[src/rtl/kars_pkg.sv]
// Package for the keepalive/reconnect supervisor.
// Holds the command and action codes, constants and the transfer payload types.
// No dependencies.
`default_nettype none

package kars_pkg;

  localparam int unsigned TimeW = 32;
  localparam int unsigned CfgW  = 12;
  localparam int unsigned IdxW  = 2;

  localparam logic [TimeW-1:0] ShortConnS   = 32'd60;
  localparam logic [CfgW-1:0]  MaxIntervalS = 12'd300;
  localparam logic [CfgW-1:0]  MinTimeoutS  = 12'd5;
  localparam logic [CfgW-1:0]  RstTimeoutS  = 12'd10;
  localparam logic [CfgW-1:0]  RstBackoff   = 12'd512;

  typedef enum logic [2:0] {
    CMD_TICK     = 3'd0,
    CMD_CONN_OK  = 3'd1,
    CMD_CONN_ERR = 3'd2,
    CMD_RX_PKT   = 3'd3,
    CMD_SOCK_ERR = 3'd4
  } cmd_e;

  typedef enum logic [2:0] {
    ACT_NONE      = 3'd0,
    ACT_CONNECT   = 3'd1,
    ACT_PING      = 3'd2,
    ACT_TIMEOUT   = 3'd3,
    ACT_CONNECTED = 3'd4,
    ACT_CONN_FAIL = 3'd5,
    ACT_LINK_ERR  = 3'd6
  } action_e;

  typedef enum logic [IdxW-1:0] {
    REG_IDLE_TIMEOUT = 2'd0,
    REG_BACKOFF      = 2'd1
  } reg_idx_e;

  typedef struct packed {
    logic [CfgW-1:0] idle_timeout_s;
    logic [CfgW-1:0] backoff_factor;
  } cfg_t;

  typedef struct packed {
    logic [2:0]       command;
    logic [TimeW-1:0] now_s;
  } item_t;

  typedef struct packed {
    logic [2:0]       action;
    logic             link_up;
    logic [TimeW-1:0] retry_at_s;
  } result_t;

endpackage

`default_nettype wire

[src/rtl/kars_if.sv]
// Valid/ready channel interfaces for the supervisor's event and result streams.
// Depends on kars_pkg.
`default_nettype none

interface kars_in_if;
  logic                      valid;
  logic                      ready;
  logic [2:0]                command;
  logic [kars_pkg::TimeW-1:0] now_s;

  modport source (output valid, output command, output now_s, input ready);
  modport sink   (input valid, input command, input now_s, output ready);
endinterface

interface kars_out_if;
  logic                      valid;
  logic                      ready;
  logic [2:0]                action;
  logic                      link_up;
  logic [kars_pkg::TimeW-1:0] retry_at_s;

  modport source (output valid, output action, output link_up, output retry_at_s, input ready);
  modport sink   (input valid, input action, input link_up, input retry_at_s, output ready);
endinterface

`default_nettype wire

[src/rtl/kars_cfg.sv]
// Configuration registers of the supervisor (idle timeout, backoff factor).
// Depends on kars_pkg.
`default_nettype none

module kars_cfg (
  input  wire logic                     clk_i,
  input  wire logic                     rst_ni,
  input  wire logic                     we_i,
  input  wire logic [kars_pkg::IdxW-1:0] index_i,
  input  wire logic [kars_pkg::CfgW-1:0] wdata_i,
  output kars_pkg::cfg_t                 cfg_o
);
  import kars_pkg::*;

  cfg_t cfg_q, cfg_d;

  always_comb begin
    cfg_d = cfg_q;
    if (we_i) begin
      case (reg_idx_e'(index_i))
        REG_IDLE_TIMEOUT: begin
          // timeout is floored at the minimum on write
          cfg_d.idle_timeout_s = (wdata_i < MinTimeoutS) ? MinTimeoutS : wdata_i;
        end
        REG_BACKOFF: cfg_d.backoff_factor = wdata_i;
        default: ;
      endcase
    end
  end

  always_ff @(posedge clk_i or negedge rst_ni) begin
    if (!rst_ni) begin
      cfg_q.idle_timeout_s <= RstTimeoutS;
      cfg_q.backoff_factor <= RstBackoff;
    end else begin
      cfg_q <= cfg_d;
    end
  end

  assign cfg_o = cfg_q;

endmodule

`default_nettype wire

[src/rtl/kars_core.sv]
// Link state registers and the per-event update logic with retry backoff.
// Depends on kars_pkg.
`default_nettype none

module kars_core (
  input  wire logic  clk_i,
  input  wire logic  rst_ni,
  input  wire logic  step_i,
  input  wire kars_pkg::item_t item_i,
  input  wire kars_pkg::cfg_t  cfg_i,
  output kars_pkg::result_t result_o
);
  import kars_pkg::*;

  logic             connected_q, connected_d;
  logic             connecting_q, connecting_d;
  logic [TimeW-1:0] last_attempt_q, last_attempt_d;
  logic [TimeW-1:0] last_activity_q, last_activity_d;
  logic [TimeW-1:0] next_retry_q, next_retry_d;
  logic [CfgW-1:0]  interval_q, interval_d;

  logic             up;
  logic             short_conn;
  logic             idle_expired;
  logic [TimeW:0]   attempt_limit;
  logic [TimeW:0]   idle_limit;
  logic [2*CfgW-1:0] product;
  logic [2*CfgW-9:0] grown;
  logic [CfgW-1:0]  grown_capped;
  logic [TimeW-1:0] sched_retry;
  logic [CfgW-1:0]  sched_interval;
  action_e          action;

  assign up            = connected_q && !connecting_q;
  assign attempt_limit = {1'b0, last_attempt_q} + {1'b0, ShortConnS};
  assign idle_limit    = {1'b0, last_activity_q} + {{(TimeW-CfgW+1){1'b0}}, cfg_i.idle_timeout_s};
  assign short_conn    = attempt_limit >= {1'b0, item_i.now_s};
  assign idle_expired  = idle_limit < {1'b0, item_i.now_s};

  assign product      = cfg_i.backoff_factor * interval_q;
  assign grown        = product[2*CfgW-1:8];
  assign grown_capped = (grown < {{(CfgW-8){1'b0}}, MaxIntervalS}) ? grown[CfgW-1:0]
                                                                   : MaxIntervalS;

  // retry after failure or drop: backoff if short-lived, else at once
  always_comb begin
    if (short_conn) begin
      sched_retry    = item_i.now_s + {{(TimeW-CfgW){1'b0}}, interval_q};
      sched_interval = grown_capped;
    end else begin
      sched_retry    = '0;
      sched_interval = cfg_i.idle_timeout_s;
    end
  end

  always_comb begin
    connected_d     = connected_q;
    connecting_d    = connecting_q;
    last_attempt_d  = last_attempt_q;
    last_activity_d = last_activity_q;
    next_retry_d    = next_retry_q;
    interval_d      = interval_q;
    action          = ACT_NONE;
    case (cmd_e'(item_i.command))
      CMD_TICK: begin
        if (up && idle_expired) begin
          next_retry_d = sched_retry;
          interval_d   = sched_interval;
          connected_d  = 1'b0;
          action       = ACT_TIMEOUT;
        end else if (up) begin
          action = ACT_PING;
        end else if (!connecting_q && next_retry_q <= item_i.now_s) begin
          last_attempt_d  = item_i.now_s;
          last_activity_d = item_i.now_s;
          connected_d     = 1'b0;
          connecting_d    = 1'b1;
          action          = ACT_CONNECT;
        end
      end
      CMD_CONN_OK: begin
        if (connecting_q) begin
          connecting_d = 1'b0;
          connected_d  = 1'b1;
          action       = ACT_CONNECTED;
        end
      end
      CMD_CONN_ERR: begin
        if (connecting_q) begin
          next_retry_d = sched_retry;
          interval_d   = sched_interval;
          connecting_d = 1'b0;
          connected_d  = 1'b0;
          action       = ACT_CONN_FAIL;
        end
      end
      CMD_RX_PKT: last_activity_d = item_i.now_s;
      CMD_SOCK_ERR: begin
        next_retry_d = sched_retry;
        interval_d   = sched_interval;
        connecting_d = 1'b0;
        connected_d  = 1'b0;
        action       = ACT_LINK_ERR;
      end
      default: ;
    endcase
  end

  always_ff @(posedge clk_i or negedge rst_ni) begin
    if (!rst_ni) begin
      connected_q     <= 1'b0;
      connecting_q    <= 1'b0;
      last_attempt_q  <= '0;
      last_activity_q <= '0;
      next_retry_q    <= '0;
      interval_q      <= RstTimeoutS;
    end else if (step_i) begin
      connected_q     <= connected_d;
      connecting_q    <= connecting_d;
      last_attempt_q  <= last_attempt_d;
      last_activity_q <= last_activity_d;
      next_retry_q    <= next_retry_d;
      interval_q      <= interval_d;
    end
  end

  assign result_o.action     = action;
  assign result_o.link_up    = connected_d && !connecting_d;
  assign result_o.retry_at_s = next_retry_d;

endmodule

`default_nettype wire

[src/rtl/keepalive_reconnect_supervisor.sv]
// Keepalive/reconnect supervisor: event register, state update, result register.
// Depends on kars_pkg, kars_if, kars_cfg and kars_core.
//
// Usage: events (command, now_s) arrive on in_i; one result (action, link_up,
// retry_at_s) per event leaves on out_o in event order. Both are valid/ready
// channels; a transfer happens at a clock edge with valid and ready high.
// Configuration is a write-only port (cfg_we_i, cfg_index_i, cfg_wdata_i):
// index 0 idle timeout (floored at 5), index 1 Q4.8 backoff factor; other
// indexes are dropped. Write only while no event is in flight.
// Path: an event is held in the event register, stepped through the state update
// and then held in the result register for out_o. Throughput: one event per cycle
// while out_o.ready is high, bounded by the single state-update step between the two registers.
// Reset (rst_ni low, asynchronous) clears the link state, loads timeout 10
// and backoff 2.0, and empties both registers.
// Stall: when out_o.ready is low the result register holds; one more event
// can still be taken into the event register, then in_i.ready drops.
`default_nettype none

module keepalive_reconnect_supervisor (
  input  wire logic                      clk_i,
  input  wire logic                      rst_ni,
  kars_in_if.sink                        in_i,
  kars_out_if.source                     out_o,
  input  wire logic                      cfg_we_i,
  input  wire logic [kars_pkg::IdxW-1:0] cfg_index_i,
  input  wire logic [kars_pkg::CfgW-1:0] cfg_wdata_i
);
  import kars_pkg::*;

  cfg_t    cfg;
  item_t   item_q;
  logic    item_vld_q;
  result_t res_q, res_d;
  logic    res_vld_q;
  logic    step;

  assign step       = item_vld_q && (!res_vld_q || out_o.ready);
  assign in_i.ready = !item_vld_q || step;

  kars_cfg u_cfg (
    .clk_i   (clk_i),
    .rst_ni  (rst_ni),
    .we_i    (cfg_we_i),
    .index_i (cfg_index_i),
    .wdata_i (cfg_wdata_i),
    .cfg_o   (cfg)
  );

  kars_core u_core (
    .clk_i    (clk_i),
    .rst_ni   (rst_ni),
    .step_i   (step),
    .item_i   (item_q),
    .cfg_i    (cfg),
    .result_o (res_d)
  );

  always_ff @(posedge clk_i or negedge rst_ni) begin
    if (!rst_ni) begin
      item_vld_q <= 1'b0;
      res_vld_q  <= 1'b0;
    end else begin
      if (in_i.ready) begin
        item_vld_q <= in_i.valid;
      end
      if (step) begin
        res_vld_q <= 1'b1;
      end else if (out_o.ready) begin
        res_vld_q <= 1'b0;
      end
    end
  end

  always_ff @(posedge clk_i) begin
    if (in_i.valid && in_i.ready) begin
      item_q.command <= in_i.command;
      item_q.now_s   <= in_i.now_s;
    end
    if (step) begin
      res_q <= res_d;
    end
  end

  assign out_o.valid      = res_vld_q;
  assign out_o.action     = res_q.action;
  assign out_o.link_up    = res_q.link_up;
  assign out_o.retry_at_s = res_q.retry_at_s;

endmodule

`default_nettype wire

[src/flat_wrapper.sv]
// flat-port wrapper written by rule: the top's interface ports become plain ports
module keepalive_reconnect_supervisor_flat import kars_pkg::*;
  (clk_i, rst_ni, cfg_we_i, cfg_index_i, cfg_wdata_i, in_i_valid, in_i_command, in_i_now_s, in_i_ready, out_o_valid, out_o_action, out_o_link_up, out_o_retry_at_s, out_o_ready);
  kars_in_if in_i_i ();
  kars_out_if out_o_i ();
  input  wire logic clk_i;
  input  wire logic rst_ni;
  input  wire logic cfg_we_i;
  input  wire logic [kars_pkg::IdxW-1:0] cfg_index_i;
  input  wire logic [kars_pkg::CfgW-1:0] cfg_wdata_i;
  input wire logic [$bits(in_i_i.valid)-1:0] in_i_valid;
  input wire logic [$bits(in_i_i.command)-1:0] in_i_command;
  input wire logic [$bits(in_i_i.now_s)-1:0] in_i_now_s;
  output wire logic [$bits(in_i_i.ready)-1:0] in_i_ready;
  output wire logic [$bits(out_o_i.valid)-1:0] out_o_valid;
  output wire logic [$bits(out_o_i.action)-1:0] out_o_action;
  output wire logic [$bits(out_o_i.link_up)-1:0] out_o_link_up;
  output wire logic [$bits(out_o_i.retry_at_s)-1:0] out_o_retry_at_s;
  input wire logic [$bits(out_o_i.ready)-1:0] out_o_ready;
  assign in_i_i.valid = in_i_valid;
  assign in_i_i.command = in_i_command;
  assign in_i_i.now_s = in_i_now_s;
  assign in_i_ready = in_i_i.ready;
  assign out_o_valid = out_o_i.valid;
  assign out_o_action = out_o_i.action;
  assign out_o_link_up = out_o_i.link_up;
  assign out_o_retry_at_s = out_o_i.retry_at_s;
  assign out_o_i.ready = out_o_ready;
  keepalive_reconnect_supervisor u_core (.clk_i(clk_i), .rst_ni(rst_ni), .in_i(in_i_i), .out_o(out_o_i), .cfg_we_i(cfg_we_i), .cfg_index_i(cfg_index_i), .cfg_wdata_i(cfg_wdata_i));
endmodule
[config.mk]
export PLATFORM = sky130hd
export DESIGN_NAME = keepalive_reconnect_supervisor_flat
export DESIGN_NICKNAME = d
export VERILOG_FILES = /design/src/rtl/kars_pkg.sv /design/src/rtl/kars_if.sv /design/src/rtl/kars_cfg.sv /design/src/rtl/kars_core.sv /design/src/rtl/keepalive_reconnect_supervisor.sv /design/src/flat_wrapper.sv
export SDC_FILE = /design/constraint.sdc
export NUM_CORES = 1
export LEC_CHECK = 0
export BUFFER_PORTS_ARGS = -buffer_cell sky130_fd_sc_hd__buf_4
export CORE_MARGIN = 5
export CORE_UTILIZATION = 25
export DETAILED_ROUTE_END_ITERATION = 8
export GPL_TIMING_DRIVEN = 0
export MAX_ROUTING_LAYER = met4
export PLACE_DENSITY = 0.45
export RECOVER_POWER = 50
export SLEW_MARGIN = 0
export SYNTH_ARGS = -nofsm -noshare
export SYNTH_HDL_FRONTEND = slang
export SYNTH_SLANG_ARGS = --single-unit
[constraint.sdc]
create_clock -name clk_i -period 15.9 [get_ports clk_i]
set_clock_uncertainty 0.2 [all_clocks]
set_input_delay 2.385 -clock clk_i [delete_from_list [all_inputs] [get_ports clk_i]]
set_output_delay 2.385 -clock clk_i [all_outputs]
set_load 0.03 [all_outputs]
# Word level (Yosys, flattened, before mapping)
# Index checks and enable logic that the tools add are counted.
# Widths: inputs -> output; s select.
# word_totals
reg_bits,207
# classes
addsub,3
multipliers,1
n_lt_le_gt_ge,5
eq_ne,10
muxes,32
bitwise,2
reduce_logical,23
# op_table
operator,count
$mux 32,6
$pmux 32 s3,1
$pmux 32 s2,1
$mux 12,5
$pmux 12 s3,1
$add 32x12->33,1
$add 32x6->33 const B,1
$ge 33x32->1,1
$lt 33x32->1,1
$add 32x12->32,1
$le 32x32->1,1
$mul 12x12->24,1
$lt 16x9->1 const B,1
$lt 12x3->1 const B,1
$pmux 3 s4,1
$mux 1,11
$ne 2x2->1 const B,5
$reduce_and 5->1,2
$eq 3x2->1 const B,2
$logic_and 1x1->1,6
$mux 3,2
$logic_not 1->1,4
$mux 2,2
$pmux 1 s4,1
13 further kinds,17

# Depth between registers and ports, before layout
# Gate-level depths: netlist of the first run.
# logic_depth
depth_word,8
mapped_depth,24
mapped_depth_nobuf,21

# Cells and area by module
# Synthesis of the first run repeated with hierarchy kept, for this count alone.
# hier_totals
cells_unflattened,1793
area_unflattened_um2,17690.7
# by_module_without_submodules
mod,instances,cells_each,area_per_inst_um2,seq_area_each_um2
kars_core,1,1650,14472.6,2755.1
keepalive_reconnect_supervisor,1,79,2235.9,2182.1
kars_cfg,1,64,982.2,604.3

# Worst setup path before layout of the first run
# OpenSTA, ideal clock, no wires.
# synth_path
path_kind,register to register
from,register u_core.u_core.interval_q[3]
to,register u_core.u_core.interval_q[2]
setup_ps,119
arrival_ps,5695
required_time_ps,15581
path_slack_ps,9886
stages_incl_launch_ff,22
path_buffers,2
synth_period_minus_slack_ps,6014
path_cell_list,dfstp_2 clkbuf_1 nand2_1 fa_1 fa_1 inv_1 fa_1 fa_1 inv_1 fa_1 inv_1 ha_1 buf_2 a21oi_2 nand2b_1 o32ai_2 a21oi_1 a221oi_1 o311ai_2 a211oi_2 nand2_2 o21a_1
# synth_between
elab_chain_cells,6
# synth_lines
item,line,text
"start, declared",kars_core.sv:20,"logic [CfgW-1:0] interval_q, interval_d;"
"start signal, assigned",kars_core.sv:116,interval_q <= RstTimeoutS;
"start signal, assigned",kars_core.sv:123,interval_q <= interval_d;
$mul 12x12->24 (*),kars_core.sv:40,assign product = cfg_i.backoff_factor * interval_q;
$lt 16x9->1,kars_core.sv:42,"assign grown_capped = (grown < {{(CfgW-8){1'b0}}, MaxIntervalS}) ? grown[CfgW-1:0]"
$mux 12 (*),kars_core.sv:42,
$mux 12 (*),kars_core.sv:47,if (short_conn) begin
"$mux 12, on equally long branches","kars_core.sv:89, kars_core.sv:66",
$pmux 12 s3 (*),kars_core.sv:64,case (cmd_e'(item_i.command))
# Every way passes the cells marked *; elsewhere a longest branch is shown, timed or not. The select of a mux whose other input is x is not followed.
# A chain may end at the register's enable or synchronous reset.

==> results of run 1 <==
-- logic make-up (layout without fill, tap and decap cells) --
group	after synthesis	after routing
flip-flops	207	207
multiplexers	104	104
AND/OR/NAND/NOR	499	499
XOR/XNOR	101	101
other	0	2
adder cells (fa/ha/maj)	279	279
AO/OA/AOI/OAI	273	273
buffers and inverters	242	383
-- flip-flops by register name, summed over array words and instances, names as in the netlist --
register / count
u_core.u_core.last_attempt_q: 32
u_core.out_o.link_up: 1
u_core.u_core.connecting_q: 1
u_core.item_vld_q: 1
u_core.out_o.retry_at_s: 32
u_core.u_core.connected_q: 1
u_core.u_cfg.cfg_o: 24
u_core.out_o.action: 3
u_core.u_core.last_activity_q: 32
u_core.u_core.next_retry_q: 32
u_core.out_o.valid: 1
u_core.u_core.interval_q: 12
u_core.item_q: 35
-- how the worst max path moves through the flow --
stage / start / end / slack [ns] / cells past startpoint
after floorplan: u_core.u_core.interval_q[3]$_DFFE_PN1P_ / u_core.u_core.interval_q[2]$_DFFE_PN0P_ / 9.89 / 21
after global placement: u_core.u_core.interval_q[8]$_DFFE_PN0P_ / u_core.u_core.interval_q[5]$_DFFE_PN0P_ / 8.86 / 20
after detailed placement: u_core.u_core.interval_q[8]$_DFFE_PN0P_ / u_core.u_core.interval_q[5]$_DFFE_PN0P_ / 8.84 / 20
after CTS: u_core.u_core.interval_q[8]$_DFFE_PN0P_ / u_core.u_core.interval_q[5]$_DFFE_PN0P_ / 8.80 / 20
after global routing: rst_ni / u_core.u_cfg.cfg_o[7]$_DFFE_PN0P_ / 5.46 / 2
final: rst_ni / u_core.u_core.last_activity_q[7]$_DFFE_PN0P_ / 6.95 / 2
-- layer usage --
layer  GRT usage (%)  vias up
met3           1.427       63
met5               -        -
met1           19.15     6366
met2           22.33      219
li1                -     6138
met4           3.229        0
-- synth_stat cells, types with 4 or more instances --
cell type	n	share of area (%)
and3_1	16	0.58
fa_1	101	12
a211oi_1	4	0.17
nor4_1	6	0.22
ha_1	178	13
nor3_1	18	0.52
buf_2	13	0.38
a211o_1	6	0.31
nand3_1	40	1.2
dfrtp_1	131	19
dfstp_2	5	0.76
and2_1	66	2.4
buf_4	6	0.26
a21oi_1	59	1.7
a221oi_1	4	0.20
a31oi_1	7	0.25
xor2_1	30	1.5
o21a_1	12	0.52
inv_1	181	4.0
o21ai_0	61	1.8
edfxtp_1	71	12
mux2_2	96	6.3
nand2_1	194	4.2
nor2b_1	13	0.47
a22o_1	13	0.66
nor3b_1	4	0.17
clkbuf_1	38	0.83
o21ai_1	15	0.44
nand2b_1	12	0.44
nand4b_1	5	0.25
nand4_1	32	1.2
o22ai_1	6	0.22
nor2_1	62	1.4
xnor2_1	71	3.6
o31ai_1	8	0.35
mux2i_1	5	0.29
a21o_1	31	1.4
o211ai_1	9	0.39
and4_1	7	0.36
-- worst register-to-register path: cells and delay by family (launching register included) --
kind	cells	cell delay, ns
AND/OR/NAND/NOR	3	0.41
AO/OA/AOI/OAI	7	2.10
adder cells (fa/ha/maj)	6	2.96
buffers and inverters	4	0.75
flip-flops	1	0.52
-- through the flow --
stage | util [%] | setup slack (ns) | instance area, um2
detailed placement | 27.82 | 8.837 | 19040
global route | 28.89 | 5.459 | 19780
finish | 28.89 | 6.949 | 19780
CTS | 29.02 | 8.797 | 19870
global placement | 27.73 | 8.857 | 18980
floorplan | - | 9.886 | 17200
-- cell type report --
type / instances / area, um2 / area share, %
diodes: 2 / 5.005 / 0.02530
plain buffers: 61 / 291.5 / 1.474
clock buffers: 35 / 724.4 / 3.662
clock inverters: 13 / 101.3 / 0.5123
inverters: 181 / 679.4 / 3.435
multi-input cells: 1256 / 10690 / 54.02
flip-flops and latches: 207 / 5542 / 28.01
well taps: 882 / 1104 / 5.579
repair buffers: 93 / 649.4 / 3.283
-- layout by cell type (no fill, tap or decap), types with 32 or more instances in the layout --
cell and instances:
nand2_1 194, inv_1 180, ha_1 178, dfrtp_1 131, fa_1 101, mux2_2 96, xnor2_1 71, edfxtp_1 71
and2_1 65, nor2_1 62, o21ai_0 61, a21oi_1 59, buf_4 57, clkbuf_1 56, nand3_1 40, nand4_1 32
==> impl_summary.txt, run 1 <==
----------------------------------------------------
[Setup path]
  Largest driver fanout on the critical path ... 85
  Critical Path End Type ... async pin
  Reg2Reg Launch Point ... u_core.u_core.interval_q[8]$_DFFE_PN0P_
  Critical Path Most Common Cell ... clkbuf_1
  Critical path data required time ... ~15 ns
  Worst setup SP type ... input pin
  Worst reg2reg endpoint ... u_core.u_core.interval_q[5]$_DFFE_PN0P_
  Cell with the largest stage delay on the worst path ... clkbuf_1
  Cell-by-cell listing of the critical path ... clkbuf_1 > clkbuf_1
  Worst Path Buf+Inv ... 2
  Maximum cell stage delay along the critical path ... 3.64 ns
  WP data arrival ... 8.20 ns
  Depth of the worst register-to-register path ... 20
  Worst Setup Path Type ... input pin to async pin
  Worst path top cell family by delay ... buffers and inverters
  Worst R2R Setup Slack ... about 8.8 ns

[Timing]
  Final worst path period share ... a little under three fifths
  Final critical-path required period ... 8.951 ns
  Worst-margin pin slew ... 5.014 ns
  Number of endpoints with negative hold slack in the final report ... 0
  Setup repair after global routing missed its margin ... false
  Final sum of negative setup slack ... 0 ns
  Highest Clock Rate ... around 110 MHz
  Max Transition Viols Final ... around 140
  Worst slew margin relative to its limit ... -234.3%
  Setup-failing EPs final ... 0
  Worst hold slack ... 0.3033 ns

[CTS]
  Count of buffers added by post-CTS timing repair for setup ... 0
  Maximum buffer depth of the clock tree ... 3
  H-tree depth ... 1
  TritonCTS clock tree ... yes
  Count of cells resized by post-cts repair ... 0
  # hold bufs at CTS ... 0
  Clock latency of the later-clocked register in the worst-skew pair ... 0.57 ns
  Clock tree sinks ... 207
  Number of buffers created by CTS ... 26
  Clock transition time at the flip-flop clock pins of the worst setup and hold paths ... 0.06 ns
  Cell at the root of the clock tree ... clkbuf_16

[Route]
  Number of nets with antenna violations after routing ... 0
  DRC ... 0
  Metal2 WL ... 23350 um
  Met3 routed WL ... 1768 um
  Via density ... 4.684
  Detailed-route via count ... 12.79k
  Final WL ... 50830 um
  First-pass DRT Iterations ... 7
  Routed metal-1 wirelength ... 24620 um
  Highest layer used for signal routing ... met4
  Detailed Route Iter0 Violations ... 564
  Routed wire length per instance ... 18.62 um

[Placement]
  Final HPWL from detailed placement ... 41020 um
  Count of buffers from port buffering ... 91
  GPL Wtd Cong ... 0.8614
  # placed instances ... roughly 2.7k

[Logic synthesis]
  Number of enable flip-flop cells after synthesis ... between 70 and 80
  Mean instance size in the synthesized netlist ... 10.09 um2
  Multiplexer share of the synthesized area ... 6.773%
  Share of synthesized cell area in full adder, half adder and majority cells ... roughly 25%
  Number of synthesis warnings ... 0
  Async S/R FF share, synth ... 65.70%
  Nets in the synthesized netlist ... 2038
  Most instantiated flip-flop cell in the synthesis netlist ... dfrtp_1
  Xor and xnor area share after synthesis ... 5.144%
  Syn Inst Count ... 1705
  Compound-Gate Fraction of Synth Area ... 10.87%
  Combinational family with the most area after synthesis ... adder cells
  Unique masters post-synth ... 80
  Post-synthesis share of cell area spent on and, or, nand and nor gates ... 14.64%
  Part of the Yosys area used for sequential elements ... 32.22%
  #FFs+latches synth ... 207
  Area of the mapped netlist ... 17200 um2

[Floorplan]
  Overall die height ... ~270 um
  Die outline width ... 272.3 um
  Standard cell core area ... about 68000 um2
  Starting utilization of the core area ... 25.12%
  Floorplan die area ... 74140 um2
  Std-Cell Rows ... 96
  Number of primary I/O pins ... 92

[Global routing]
  Largest net degree at the start of global routing ... 86
  Wire length of the first global-routing pass ... 79030 um
  Overall fraction of global-route tracks in use ... 13.93%
  Total congestion overflow after global routing ... 0
  Initial antenna violation count ... 0
  Via count of the first global-routing pass ... 13.52k

[Run]
  Total of max-cap violations ... 2

[Layout]
  Nets ... 2159
  Filler Cell Count ... 7233
  Layout overhead on the synthesized area ... 15.02%
  Ratio of cells with drive above 1 in the final layout ... about 15%
  Non-filler instance count after layout ... approximately 2.7k

[Min path]
  Startpoint of the worst hold path ... u_core.item_vld_q$_DFFE_PN0N_
  Class of the tightest hold or removal check ... register to register
  Hold path endpoint ... u_core.out_o.valid$_DFFE_PN0P_
  Hold Path Stages ... 1

[Status]
  Violations in the final reports ... capacitance limit, slew limit
  Outcome ... finished with violations

----------------------------------------------------
Power of run 1 is left out: the tool's default activity adds up to more than one toggle a clock period on the data nets, which glitch-free logic cannot reach.
==> run 2, diff against run 1 <==
Settings changed: ABC_AREA from default to 1.
Clock period 15.9 ns to 8.8 ns, I/O delays scaled along.
==> impl_summary.txt, run 2 <==
----------------------------------------------------
[Timing]
  Number of endpoints with negative hold slack in the final report ... 0 (unchanged)
  Final worst path period share ... 74.78%
  Worst-margin pin slew ... 3.686 ns (-1.328 ns)
  Highest Clock Rate ... 152.0 MHz
  Worst path setup slack after routing ... 2.220 ns (-4.729 ns)
  Worst slew margin relative to its limit ... -145.8% (+89 points)
  Final sum of negative setup slack ... 0 ns (unchanged)
  Setup-failing EPs final ... 0 (unchanged)
  Final critical-path required period ... 6.580 ns
  Max Transition Viols Final ... 88 (-37%)
  Setup repair after global routing missed its margin ... false

[Logic synthesis]
  Area share of the largest cell type after synthesis ... 17.16% (-1.9 points)
  Most instantiated flip-flop cell in the synthesis netlist ... dfrtp_1
  Nets in the synthesized netlist ... 2875 (+41%)
  Cell with the most instances after synthesis ... nand2_1
  Most frequent cells after synthesis ... nand2_1, inv_1, ha_1
  Top area cells in the synthesized netlist ... dfrtp_1, nand2_1, ha_1
  Area of the mapped netlist ... 19100 um2 (+11%)
  Unique masters post-synth ... 52 (-35%)
  Mean instance size in the synthesized netlist ... 7.515 um2 (-25%)
  Post-synth top area cell ... dfrtp_1
  Number of synthesis warnings ... 0 (unchanged)
  #FFs+latches synth ... 207 (unchanged)
  Number of enable flip-flop cells after synthesis ... 71 (unchanged)
  Syn Inst Count ... 2542 (+49%)
  Part of the Yosys area used for sequential elements ... 29.01% (-3.2 points)
  Async S/R FF share, synth ... 65.70% (unchanged)

[Setup path]
  Worst path top cell family by delay ... adder cells
  Critical Path Most Common Cell ... nand2_1
  Cell-by-cell listing of the critical path ... clkbuf_1 > nand2_1 > fa_1 > fa_1 > inv_1 > fa_1 > fa_1 > inv_1 > fa_1 > inv_1 > ha_1 > a21oi_1 > o21bai_1 > o21ai_0 > nand3_1 > nand2_1 > nand2_1 > a21oi_1 > nand2_1 > nor2_4 > nand2_1 > o21ai_0 > nand2_1 > nand2_1
  Reg2Reg Launch Point ... u_core.u_core.interval_q[10]$_DFFE_PN0P_
  Depth of the worst register-to-register path ... 24 (+20%)
  Worst R2R Setup Slack ... 2.22 ns (-6.62 ns)
  WP data arrival ... 6.88 ns (-1.32 ns)
  Largest driver fanout on the critical path ... 10 (-88%)
  Worst Setup Path Type ... register to register
  Critical path data required time ... 9.10 ns (-6.05 ns)
  Cell with the largest stage delay on the worst path ... dfrtp_1
  Worst reg2reg endpoint ... u_core.u_core.interval_q[4]$_DFFE_PN0P_
  Worst setup SP type ... register
  Worst Path Buf+Inv ... 4 (+2)
  Maximum cell stage delay along the critical path ... 0.62 ns (-3.02 ns)
  Critical Path End Type ... register

[Run]
  Total of max-cap violations ... 2 (unchanged)

[CTS]
  Maximum buffer depth of the clock tree ... 3 (unchanged)
  Clock latency of the later-clocked register in the worst-skew pair ... 0.61 ns (+0.04 ns)
  Clock transition time at the flip-flop clock pins of the worst setup and hold paths ... 0.06 ns (about the same)
  Count of buffers added by post-CTS timing repair for setup ... 0 (unchanged)
  TritonCTS clock tree ... yes
  Cell at the root of the clock tree ... clkbuf_16
  Clock tree sinks ... 207 (unchanged)
  Number of buffers created by CTS ... 29 (+12%)
  H-tree depth ... 1 (unchanged)
  # hold bufs at CTS ... 0 (unchanged)
  Count of cells resized by post-cts repair ... 0 (unchanged)

[Floorplan]
  Standard cell core area ... 75820 um2 (+11%)
  Overall die height ... 286.4 um (+5.2%)
  Std-Cell Rows ... 101 (+5.2%)
  Starting utilization of the core area ... 25.19% (+0.074 points)
  Floorplan die area ... 82040 um2 (+11%)
  Number of primary I/O pins ... 92 (unchanged)
  Die outline width ... 286.4 um (+5.2%)

[Layout]
  Most common cell after layout, fill and taps aside ... nand2_1
  Area occupied by registers ... 5542 um2 (unchanged)
  Register with the highest flop count ... u_core.item_q
  Ratio of cells with drive above 1 in the final layout ... 7.177% (-7.7 points)
  Layout overhead on the synthesized area ... 15.31%
  ANT cells ... 0 (-2)
  Max reg flops ... 35 (unchanged)
  Non-filler instance count after layout ... 3667 (+34%)
  Filler Cell Count ... 8363 (+16%)
  Nets ... 2999 (+39%)
  Most used cells in the layout excluding fill and tap cells ... nand2_1, inv_1, ha_1, dfrtp_1, nand3_1
  Layout Utilization ... 29.05% (+0.16 points)
  Area used by multi-input combinational logic ... 11500 um2 (+7.7%)

[Min path]
  Class of the tightest hold or removal check ... register to register
  Hold path endpoint ... u_core.u_core.last_activity_q[7]$_DFFE_PN0P_
  Hold Path Stages ... 2 (+1)
  Startpoint of the worst hold path ... u_core.u_core.last_activity_q[7]$_DFFE_PN0P_

[Route]
  Detailed-route via count ... 16.50k (+29%)
  Routed wire length per instance ... 16.62 um (-11%)
  Final WL ... 60950 um (+20%)
  DRC ... 0 (unchanged)
  Number of nets with antenna violations after routing ... 0 (unchanged)
  Via density ... 4.500 (-3.9%)
  Detailed Route Iter0 Violations ... 1067 (+89%)
  First-pass DRT Iterations ... 5 (-2)

[Global routing]
  Total congestion overflow after global routing ... 0 (unchanged)
  Largest net degree at the start of global routing ... 78 (-9.3%)
  Initial antenna violation count ... 0 (unchanged)
  Via count of the first global-routing pass ... 16.25k (+20%)
  Overall fraction of global-route tracks in use ... 15.10% (+1.2 points)
  Wire length of the first global-routing pass ... 95520 um (+21%)

[Placement]
  Worst slack at placement ... 2.275 ns (-6.563 ns)
  GPL Wtd Cong ... 0.8503 (-1.3%)
  Final HPWL from detailed placement ... 49510 um (+21%)
  Count of buffers from port buffering ... 91 (unchanged)
  # placed instances ... 3613 (+35%)

[Power]
  P per Cell Area ... 362.9 nW/um2
  Leak pwr ... 11.34 nW
  Peak supply drop ... 250.2 uV

[Status]
  Violations in the final reports ... capacitance limit, slew limit
  Outcome ... finished with violations

----------------------------------------------------
==> run 2: cell types whose count changed in the layout (fill, tap and decap cells not counted), moves of 17 or more <==
cell and delta:
nand2_1 +571, xor2_1 +32, o22ai_1 +17, inv_1 +271, mux2_2 -95, and2_1 -54
nor2_1 +57, a21oi_1 +21, xnor2_1 -46, nand3_1 +90, a21o_1 -25, nand4_1 +36
o21ai_0 +53
==> run 2: through the flow <==
stage | area (um2) | power (mW) | hold slack (ns)
2_1_floorplan | 19100 | 5.332 | 0.2594
3_3_place_gp | 21010 | 6.798 | 0.2761
3_5_place_dp | 21060 | 6.784 | 0.2814
4_1_cts | 22050 | 8.097 | 0.2987
5_1_grt | 22030 | 8.897 | 0.3175
6_report | 22030 | 7.994 | 0.2950
==> run 2: cell type report <==
type / count / share of cell area, %
Clock buffer: 39 / 3.601
Sequential cell: 207 / 25.16
Tap cell: 978 / 5.555
Inverter: 459 / 7.822
Clock inverter: 15 / 0.9145
Timing Repair Buffer: 93 / 3.209
Multi-Input combinational cell: 1802 / 52.23
Buffer: 74 / 1.511
==> run 2: kinds of logic (layout without fill, tap and decap cells) <==
kind of cell    Yosys count  after routing  synth area share [%]
flops                   207            207                 29.01
compound gates          271            271                 7.985
xor+xnor                 87             87                 3.989
buf+inv                 533            680                 10.76
simple gates           1164           1164                 25.95
mux                       1              1               0.05895
fa+ha+maj               279            279                 22.24
==> run 2: worst max-delay path by stage <==
stage	startpoint	to	depth (start not counted)
floorplan	u_core.u_cfg.cfg_o[9]$_DFFE_PN1P_	u_core.u_core.interval_q[7]$_DFFE_PN0P_	26
global placement	u_core.u_core.interval_q[10]$_DFFE_PN0P_	u_core.u_core.interval_q[4]$_DFFE_PN0P_	24
detailed placement	u_core.u_core.interval_q[11]$_DFFE_PN0P_	u_core.u_core.interval_q[4]$_DFFE_PN0P_	24
CTS	u_core.u_core.interval_q[11]$_DFFE_PN0P_	u_core.u_core.interval_q[4]$_DFFE_PN0P_	24
global route	u_core.u_core.interval_q[11]$_DFFE_PN0P_	u_core.u_core.interval_q[0]$_DFFE_PN0P_	24
finish	u_core.u_core.interval_q[10]$_DFFE_PN0P_	u_core.u_core.interval_q[4]$_DFFE_PN0P_	24
==> run 2: where the power goes <==
group	switching [mW]	leakage (nW)	internal, mW
Sequential	0.358	2.38	1.34
Clock	0.494	0.484	0.752
Combinational	3.26	8.48	1.79
==> run 2: per-layer routing <==
| layer | GRT usage (%) | routed length, um | vias up |
|---|---|---|---|
| met4 | 3.212 | 1298 | 0 |
| met2 | 22.54 | 26090 | 300 |
| met5 | - | 0 | - |
| met1 | 22.12 | 31100 | 7794 |
| met3 | 1.708 | 2466 | 74 |
| li1 | - | - | 8334 |
==> run 2: worst min-delay path, cell delays in order (launching register included) <==
cell	delay, ns
dfrtp_1	0.35
nand2_1	0.05
o21ai_0	0.06
Note: power is estimated with default switching activity, not from simulation.
